## src/sv/tcpq_pkg.sv

```systemverilog
// Shared types and constants of the three-class priority queue.
package tcpq_pkg;

  localparam int NumCls = 3;

  localparam logic OP_ENQ = 1'b0;
  localparam logic OP_DEQ = 1'b1;

  localparam logic [7:0] CAT_ADMIN   = 8'h41;
  localparam logic [7:0] CAT_FACULTY = 8'h46;
  localparam logic [7:0] CAT_STUDENT = 8'h53;

  localparam logic [1:0] CLS_ADMIN   = 2'd0;
  localparam logic [1:0] CLS_FACULTY = 2'd1;
  localparam logic [1:0] CLS_STUDENT = 2'd2;

  typedef enum logic [2:0] {
    ST_ENQUEUED = 3'd0,
    ST_SERVED   = 3'd1,
    ST_EMPTY    = 3'd2,
    ST_FULL     = 3'd3,
    ST_UNKNOWN  = 3'd4
  } status_e;

  typedef struct packed {
    status_e    status;
    logic [1:0] cls;
    logic       pending;
  } res_t;

endpackage

```

## src/sv/tcpq_ram.sv

```systemverilog
// Generic single-write, single-read RAM with registered read data.
module tcpq_ram #(
  parameter int WIDTH = 32,
  parameter int DEPTH = 48
) (
  input  logic                     clk_i,
  input  logic                     we_i,
  input  logic [$clog2(DEPTH)-1:0] waddr_i,
  input  logic [WIDTH-1:0]         wdata_i,
  input  logic                     re_i,
  input  logic [$clog2(DEPTH)-1:0] raddr_i,
  output logic [WIDTH-1:0]         rdata_o
);

  logic [WIDTH-1:0] mem_q [DEPTH];
  logic [WIDTH-1:0] rdata_q;

  always_ff @(posedge clk_i) begin
    if (we_i) begin
      mem_q[waddr_i] <= wdata_i;
    end
    if (re_i) begin
      rdata_q <= mem_q[raddr_i];
    end
  end

  assign rdata_o = rdata_q;

endmodule

```

## src/sv/three_class_priority_queue.sv

```systemverilog
// Three FIFO job queues (admin, faculty, student) with strict-priority dequeue.
//
// Input channel (in_valid_i / in_stall_o): op_i = 0 enqueues job_data_i to the
// queue named by category_i ('A', 'F', 'S'); op_i = 1 dequeues the head of the
// highest-priority non-empty queue. Every word gives exactly one result word on
// the output channel (out_valid_o / out_stall_i) with status, served job, class
// served and the pending flag after the operation.
//
// Results pass the read stage (s1) and the output register. Throughput: one word
// per cycle unless out_stall_i backs up; head, tail and count live in flops and
// the job store is one RAM with one write and one registered read port, so a
// push and a pop each take a single RAM access in the cycle of acceptance.
//
// Reset clears all heads, tails, counts and the pending flag; the job store is
// not cleared (only written entries are ever read). No clearing pass is needed.
//
// When out_stall_i is held, the result stays on the outputs, one more word can
// sit in the read stage, and then in_stall_o rises until the output drains.
module three_class_priority_queue #(
  parameter int QUEUE_DEPTH = 16,
  parameter int JOB_WIDTH   = 32
) (
  input  logic        clk_i,
  input  logic        rst_ni,
  input  logic        in_valid_i,
  output logic        in_stall_o,
  input  logic        op_i,
  input  logic [7:0]  category_i,
  input  logic [31:0] job_data_i,
  output logic        out_valid_o,
  input  logic        out_stall_i,
  output logic [2:0]  status_o,
  output logic [31:0] served_job_o,
  output logic [1:0]  served_class_o,
  output logic        pending_o
);

  localparam int NumCls = tcpq_pkg::NumCls;
  localparam int StoreW = (JOB_WIDTH < 32) ? JOB_WIDTH : 32;
  localparam int PtrW   = $clog2(QUEUE_DEPTH);
  localparam int CntW   = $clog2(QUEUE_DEPTH + 1);
  localparam int MemD   = NumCls * QUEUE_DEPTH;
  localparam int AddrW  = $clog2(MemD);

  logic [PtrW-1:0] head_q [NumCls];
  logic [PtrW-1:0] head_d [NumCls];
  logic [PtrW-1:0] tail_q [NumCls];
  logic [PtrW-1:0] tail_d [NumCls];
  logic [CntW-1:0] count_q [NumCls];
  logic [CntW-1:0] count_d [NumCls];
  logic            pending_q, pending_d;

  logic            s1_valid_q, s1_valid_d;
  tcpq_pkg::res_t  s1_q, s1_d;

  logic            out_valid_q;
  tcpq_pkg::res_t  out_q;
  logic [31:0]     out_job_q;

  logic              accept, advance;
  logic              enq_known;
  logic [1:0]        enq_cls, deq_cls;
  logic              deq_any;
  logic              ram_we, ram_re;
  logic [AddrW-1:0]  ram_waddr, ram_raddr;
  logic [StoreW-1:0] ram_rdata;

  assign advance    = !out_valid_q || !out_stall_i;
  assign in_stall_o = s1_valid_q && !advance;
  assign accept     = in_valid_i && !in_stall_o;

  always_comb begin
    enq_known = 1'b1;
    case (category_i)
      tcpq_pkg::CAT_ADMIN:   enq_cls = tcpq_pkg::CLS_ADMIN;
      tcpq_pkg::CAT_FACULTY: enq_cls = tcpq_pkg::CLS_FACULTY;
      tcpq_pkg::CAT_STUDENT: enq_cls = tcpq_pkg::CLS_STUDENT;
      default: begin
        enq_cls   = tcpq_pkg::CLS_ADMIN;
        enq_known = 1'b0;
      end
    endcase
  end

  always_comb begin
    deq_any = 1'b1;
    if (count_q[0] != '0) begin
      deq_cls = tcpq_pkg::CLS_ADMIN;
    end else if (count_q[1] != '0) begin
      deq_cls = tcpq_pkg::CLS_FACULTY;
    end else if (count_q[2] != '0) begin
      deq_cls = tcpq_pkg::CLS_STUDENT;
    end else begin
      deq_cls = tcpq_pkg::CLS_ADMIN;
      deq_any = 1'b0;
    end
  end

  assign ram_waddr = AddrW'(enq_cls) * AddrW'(QUEUE_DEPTH) + AddrW'(tail_q[enq_cls]);
  assign ram_raddr = AddrW'(deq_cls) * AddrW'(QUEUE_DEPTH) + AddrW'(head_q[deq_cls]);

  always_comb begin
    head_d    = head_q;
    tail_d    = tail_q;
    count_d   = count_q;
    pending_d = pending_q;
    ram_we    = 1'b0;
    ram_re    = 1'b0;
    s1_d      = s1_q;
    if (accept) begin
      s1_d.cls = tcpq_pkg::CLS_ADMIN;
      if (op_i == tcpq_pkg::OP_ENQ) begin
        pending_d = 1'b1;
        if (!enq_known) begin
          s1_d.status = tcpq_pkg::ST_UNKNOWN;
        end else if (count_q[enq_cls] == CntW'(QUEUE_DEPTH)) begin
          s1_d.status = tcpq_pkg::ST_FULL;
        end else begin
          ram_we           = 1'b1;
          tail_d[enq_cls]  = (tail_q[enq_cls] == PtrW'(QUEUE_DEPTH - 1)) ? '0
                             : tail_q[enq_cls] + PtrW'(1);
          count_d[enq_cls] = count_q[enq_cls] + CntW'(1);
          s1_d.status      = tcpq_pkg::ST_ENQUEUED;
        end
      end else begin
        if (!deq_any) begin
          pending_d   = 1'b0;
          s1_d.status = tcpq_pkg::ST_EMPTY;
        end else begin
          ram_re           = 1'b1;
          head_d[deq_cls]  = (head_q[deq_cls] == PtrW'(QUEUE_DEPTH - 1)) ? '0
                             : head_q[deq_cls] + PtrW'(1);
          count_d[deq_cls] = count_q[deq_cls] - CntW'(1);
          s1_d.status      = tcpq_pkg::ST_SERVED;
          s1_d.cls         = deq_cls;
        end
      end
      s1_d.pending = pending_d;
    end
  end

  always_comb begin
    if (accept) begin
      s1_valid_d = 1'b1;
    end else if (advance) begin
      s1_valid_d = 1'b0;
    end else begin
      s1_valid_d = s1_valid_q;
    end
  end

  tcpq_ram #(
    .WIDTH(StoreW),
    .DEPTH(MemD)
  ) u_store (
    .clk_i  (clk_i),
    .we_i   (ram_we),
    .waddr_i(ram_waddr),
    .wdata_i(job_data_i[StoreW-1:0]),
    .re_i   (ram_re),
    .raddr_i(ram_raddr),
    .rdata_o(ram_rdata)
  );

  always_ff @(posedge clk_i or negedge rst_ni) begin
    if (!rst_ni) begin
      for (int i = 0; i < NumCls; i++) begin
        head_q[i]  <= '0;
        tail_q[i]  <= '0;
        count_q[i] <= '0;
      end
      pending_q   <= 1'b0;
      s1_valid_q  <= 1'b0;
      out_valid_q <= 1'b0;
    end else begin
      head_q     <= head_d;
      tail_q     <= tail_d;
      count_q    <= count_d;
      pending_q  <= pending_d;
      s1_valid_q <= s1_valid_d;
      if (advance) begin
        out_valid_q <= s1_valid_q;
      end
    end
  end

  always_ff @(posedge clk_i) begin
    s1_q <= s1_d;
    if (advance && s1_valid_q) begin
      out_q     <= s1_q;
      out_job_q <= (s1_q.status == tcpq_pkg::ST_SERVED) ? 32'(ram_rdata) : '0;
    end
  end

  assign out_valid_o    = out_valid_q;
  assign status_o       = out_q.status;
  assign served_job_o   = out_job_q;
  assign served_class_o = out_q.cls;
  assign pending_o      = out_q.pending;

  a_count_bound : assert property (@(posedge clk_i) disable iff (!rst_ni)
    count_q[0] <= CntW'(QUEUE_DEPTH) && count_q[1] <= CntW'(QUEUE_DEPTH) &&
    count_q[2] <= CntW'(QUEUE_DEPTH))
    else $error("queue count above depth");

  a_pop_served : assert property (@(posedge clk_i) disable iff (!rst_ni)
    accept && op_i == tcpq_pkg::OP_DEQ && deq_any
    |=> s1_valid_q && s1_q.status == tcpq_pkg::ST_SERVED)
    else $error("pop of non-empty queue not served");

  a_enq_pending : assert property (@(posedge clk_i) disable iff (!rst_ni)
    out_valid_o && (status_o == tcpq_pkg::ST_ENQUEUED || status_o == tcpq_pkg::ST_FULL ||
    status_o == tcpq_pkg::ST_UNKNOWN) |-> pending_o)
    else $error("enqueue result without pending flag");

endmodule

```

## config.mk

```make
export PLATFORM = sky130hd
export DESIGN_NAME = three_class_priority_queue
export DESIGN_NICKNAME = d
export VERILOG_FILES = /design/src/sv/tcpq_pkg.sv /design/src/sv/tcpq_ram.sv /design/src/sv/three_class_priority_queue.sv
export SDC_FILE = /design/constraint.sdc
export NUM_CORES = 2
export LEC_CHECK = 0
export ABC_AREA = 1
export BUFFER_PORTS_ARGS = -buffer_cell sky130_fd_sc_hd__buf_2
export CAP_MARGIN = 20
export CORE_MARGIN = 2
export CORE_UTILIZATION = 40
export DETAILED_ROUTE_END_ITERATION = 10
export PLACE_DENSITY_LB_ADDON = 0.15
export SYNTH_ARGS = -nofsm -noshare
export SYNTH_HDL_FRONTEND = slang
export SYNTH_SLANG_ARGS = --single-unit
export TNS_END_PERCENT = 5
```

## constraint.sdc

```tcl
create_clock -name clk_i -period 5.3 [get_ports clk_i]
set_input_delay 1.06 -clock clk_i [delete_from_list [all_inputs] [get_ports clk_i]]
set_output_delay 1.06 -clock clk_i [all_outputs]
set_load 0.01 [all_outputs]
```

==> impl_metrics.ini <==
[run_status]
status = completed

[sta]
setup_viol = 0
period_minus_slack_ns = 3.97
fin_hold_ws_ns = 0.0902
rsz0062_at_grt = no
max_freq_ghz = 0.252
drv_slew = 0
relSlewSlack_pct = 25.4
fin_crit_sh_pct = 74.9
hold_viol_final = 0
clock_skew_ns = 0.0295
tightest_slew_ns = 1.12

[pwr]
p_sw_share_pct = 45.5
power.total_uw = 51700
peakVddDrop_mv = 0.783
power.clock.fraction_pct = 23.5
p_int_uw = 28200
power.density_mw_per_mm2 = 622
p_seq_share_pct = 28.9
pwr-share-comb_pct = 47.6
power.switching_uw = 23500
leakage_uw = 0.0350

[route]
vias = 50360
drt_iter0_drc = 5520
wl_per_cell_microns = 23.7
antenna_left = 0
drc = 0
firstDrtPassIters = 6
viasPerCell = 5.21
routed_wl_microns = 229000

[clock_tree]
path_clk_slew_ns = 0.06
clock_path_buffers = 3
clock_sink_count = 1654
clkLatencyLatePin_ns = 0.83
cts_max_level = 4
cts_resized = 0
cts-root-buf = clkbuf_16
cts_tree = yes
hold_buffers = 0
cts_buffers = 179
post_cts_buffers = 0

[setup_path]
slowest_stage = nor2_4
timing.rr.start = count_q[1]
worst-setup-path-type = in2reg
cpMostUsedCell = nand2_1
cp_max_fo = 22
cp-end-kind = flop
endpoint = u_store.mem_q[17][31]
cp_slowest_stage_delay_ns = 0.76
r2r_end = u_store.rdata_o[31]
cp_cell_sequence = buf_2 > nand2_1 > nor3_2 > nand2_1 > buf_4 > nand2_1 > nor2_1 > nor2_1 > ha_1 > nand2_1 > nor3_1 > inv_1 > nand2_1 > nor2_1 > nand2_1 > buf_12 > nor2_4 > buf_4
required_ns = 5.83
worstSetupStartpointType = input port
cp.depth = 18
reg2reg_setup_slack_ns = 1.34
worstSetupStartpoint = category_i[6]
cp.arrival_ns = 4.50
cpLargestDelayFamily = simple AND/OR/NAND/NOR gates
reg2regPathDepth = 12
cp_num_buf_inv = 5

[floorplanning]
chipWidth_microns = 432
core_area_sq_mm = 0.182
io_pins = 85
rows = 157
initial_core_util_pct = 40.1
die_area_sq_mm = 0.186
die_y_microns = 432

[final_layout]
drive_gt1_share_pct = 8.39
final_nets = 7188
area_growth_pct = 13.5

[global_route]
grt_start_max_net_pins = 149
grt_usage_pct = 24.3
grt_pass1_vias = 47580
antenna_found_initial = 20
grt_pass1_wl_microns = 332000
overflow = 0

[place]
dp_hpwl_microns = 132000
io_buffer_count = 84
gp_congestion = 0.859

[yosys]
mappedNetlistArea_sq_mm = 0.0732
syn_nets = 7102
seq_area_frac_synth_pct = 67.5
syn_inst = 7052
synth_cell_types = 45
ys_seq_elements = 1654
synth.avg_cell_area_sq_um = 10.4
ys_warn_count = 0

[job]
cap_violations = 0

[min_path]
hold_class = in2async
[stage by stage]
step                      worst slack (ns)  TNS (ns)  std cells  instance area [sq um]  util [%]
final                                 1.33         0       9662                  83100      45.5
after floorplan                     -0.722    -46.23       7052                  73200         -
after CTS                             1.41         0       9657                  83100      45.5
after detailed placement             0.577         0       9340                  77500      42.4
after global routing                  1.12         0       9661                  83100      45.5
after global placement               0.387         0       9328                  77200      42.3
[cells in the mapped netlist (all sizes together)]
library cell  number  area (sq um)
inv             1503          5640
and3               1          6.26
o221ai             2          17.5
clkbuf            84           319
o22ai              5          31.3
o21ai             55           290
nand2           1387          5230
xor2               2          17.5
clkinv             1          3.75
o211ai             2          15.0
nor4               2          12.5
ha                 5          62.6
edfxtp          1612         48400
nor3               4          25.0
o21a               2          15.0
o32ai              1          8.76
nand4              2          12.5
a211oi             1          7.51
dfrtp             42          1050
buf              301          1590
or3b               1          8.76
a21o               1          7.51
nand3b           131           983
or2                2          12.5
nand3           1766          8860
a21oi              9          48.8
a22o               1          8.76
nor2             127           531
[worst min path at each step]
stage | start | end
final | rst_ni | count_q[7]
after global routing | rst_ni | count_q[7]
after CTS | rst_ni | count_q[7]
after detailed placement | s1_q[0] | pending_o
after global placement | s1_q[2] | served_class_o[1]
after floorplan | s1_q[0] | pending_o
[placed cells by master (no fill, tap or decap), types with 6 or more instances in the layout]
cell type     n
nor2_4       51
bufinv_16    12
clkinv_1     35
buf_12       57
clkbuf_16   182
a21oi_1       7
inv_1      1495
clkbuf_1     50
nor2_1       70
o21ai_0      46
nand3_1    1761
buf_2        84
buf_4       147
o21ai_1       7
dfrtp_1      42
nand3b_1    131
clkinv_2     25
inv_2         6
edfxtp_1   1612
nand2_1    1379
[power by group through the flow]
stage	Clock (uW)	Sequential, uW	Combinational [uW]
5_1_grt	12900	14900	26600
2_1_floorplan	0	15200	14800
3_3_place_gp	0	15200	24500
6_report	12200	14900	24600
3_5_place_dp	0	15200	24500
4_1_cts	12400	14900	24600
[kinds of logic after synthesis]
group | synth area share [%]
AOI/OAI and AO/OA | 0.615
xor gates and xnor gates | 0.0239
adders and majority gates | 0.0854
buffers and inverters | 10.3
DFF | 67.5
and+or+nand+nor | 21.4
[state kept, by name (all words and copies together) (netlist names), 2 cells and up]
| signal | count |
|---|---|
| u_store.mem_q | 1536 |
| head_q | 12 |
| count_q | 15 |
| served_class_o | 2 |
| s1_q | 6 |
| status_o | 3 |
| tail_q | 12 |
| served_job_o | 32 |
| u_store.rdata_o | 32 |
[per-layer routing]
layer,global-route usage (%),routed length (microns)
met5,0,26
met4,6.99,6210
met3,3.81,16900
met2,38.5,106000
met1,34.7,100000
[area by class of cell]
class / count / area (sq um)
timing repair buffer: 290 / 2720
antenna: 3 / 7.51
fill: 16884 / 99400
tap: 2385 / 2980
multi-input combinational: 3509 / 16700
inverter: 1504 / 5660
sequential: 1654 / 49500
clock buffer: 232 / 4740
clock inverter: 85 / 860
No activity file was read; power rests on OpenSTA's default activity.
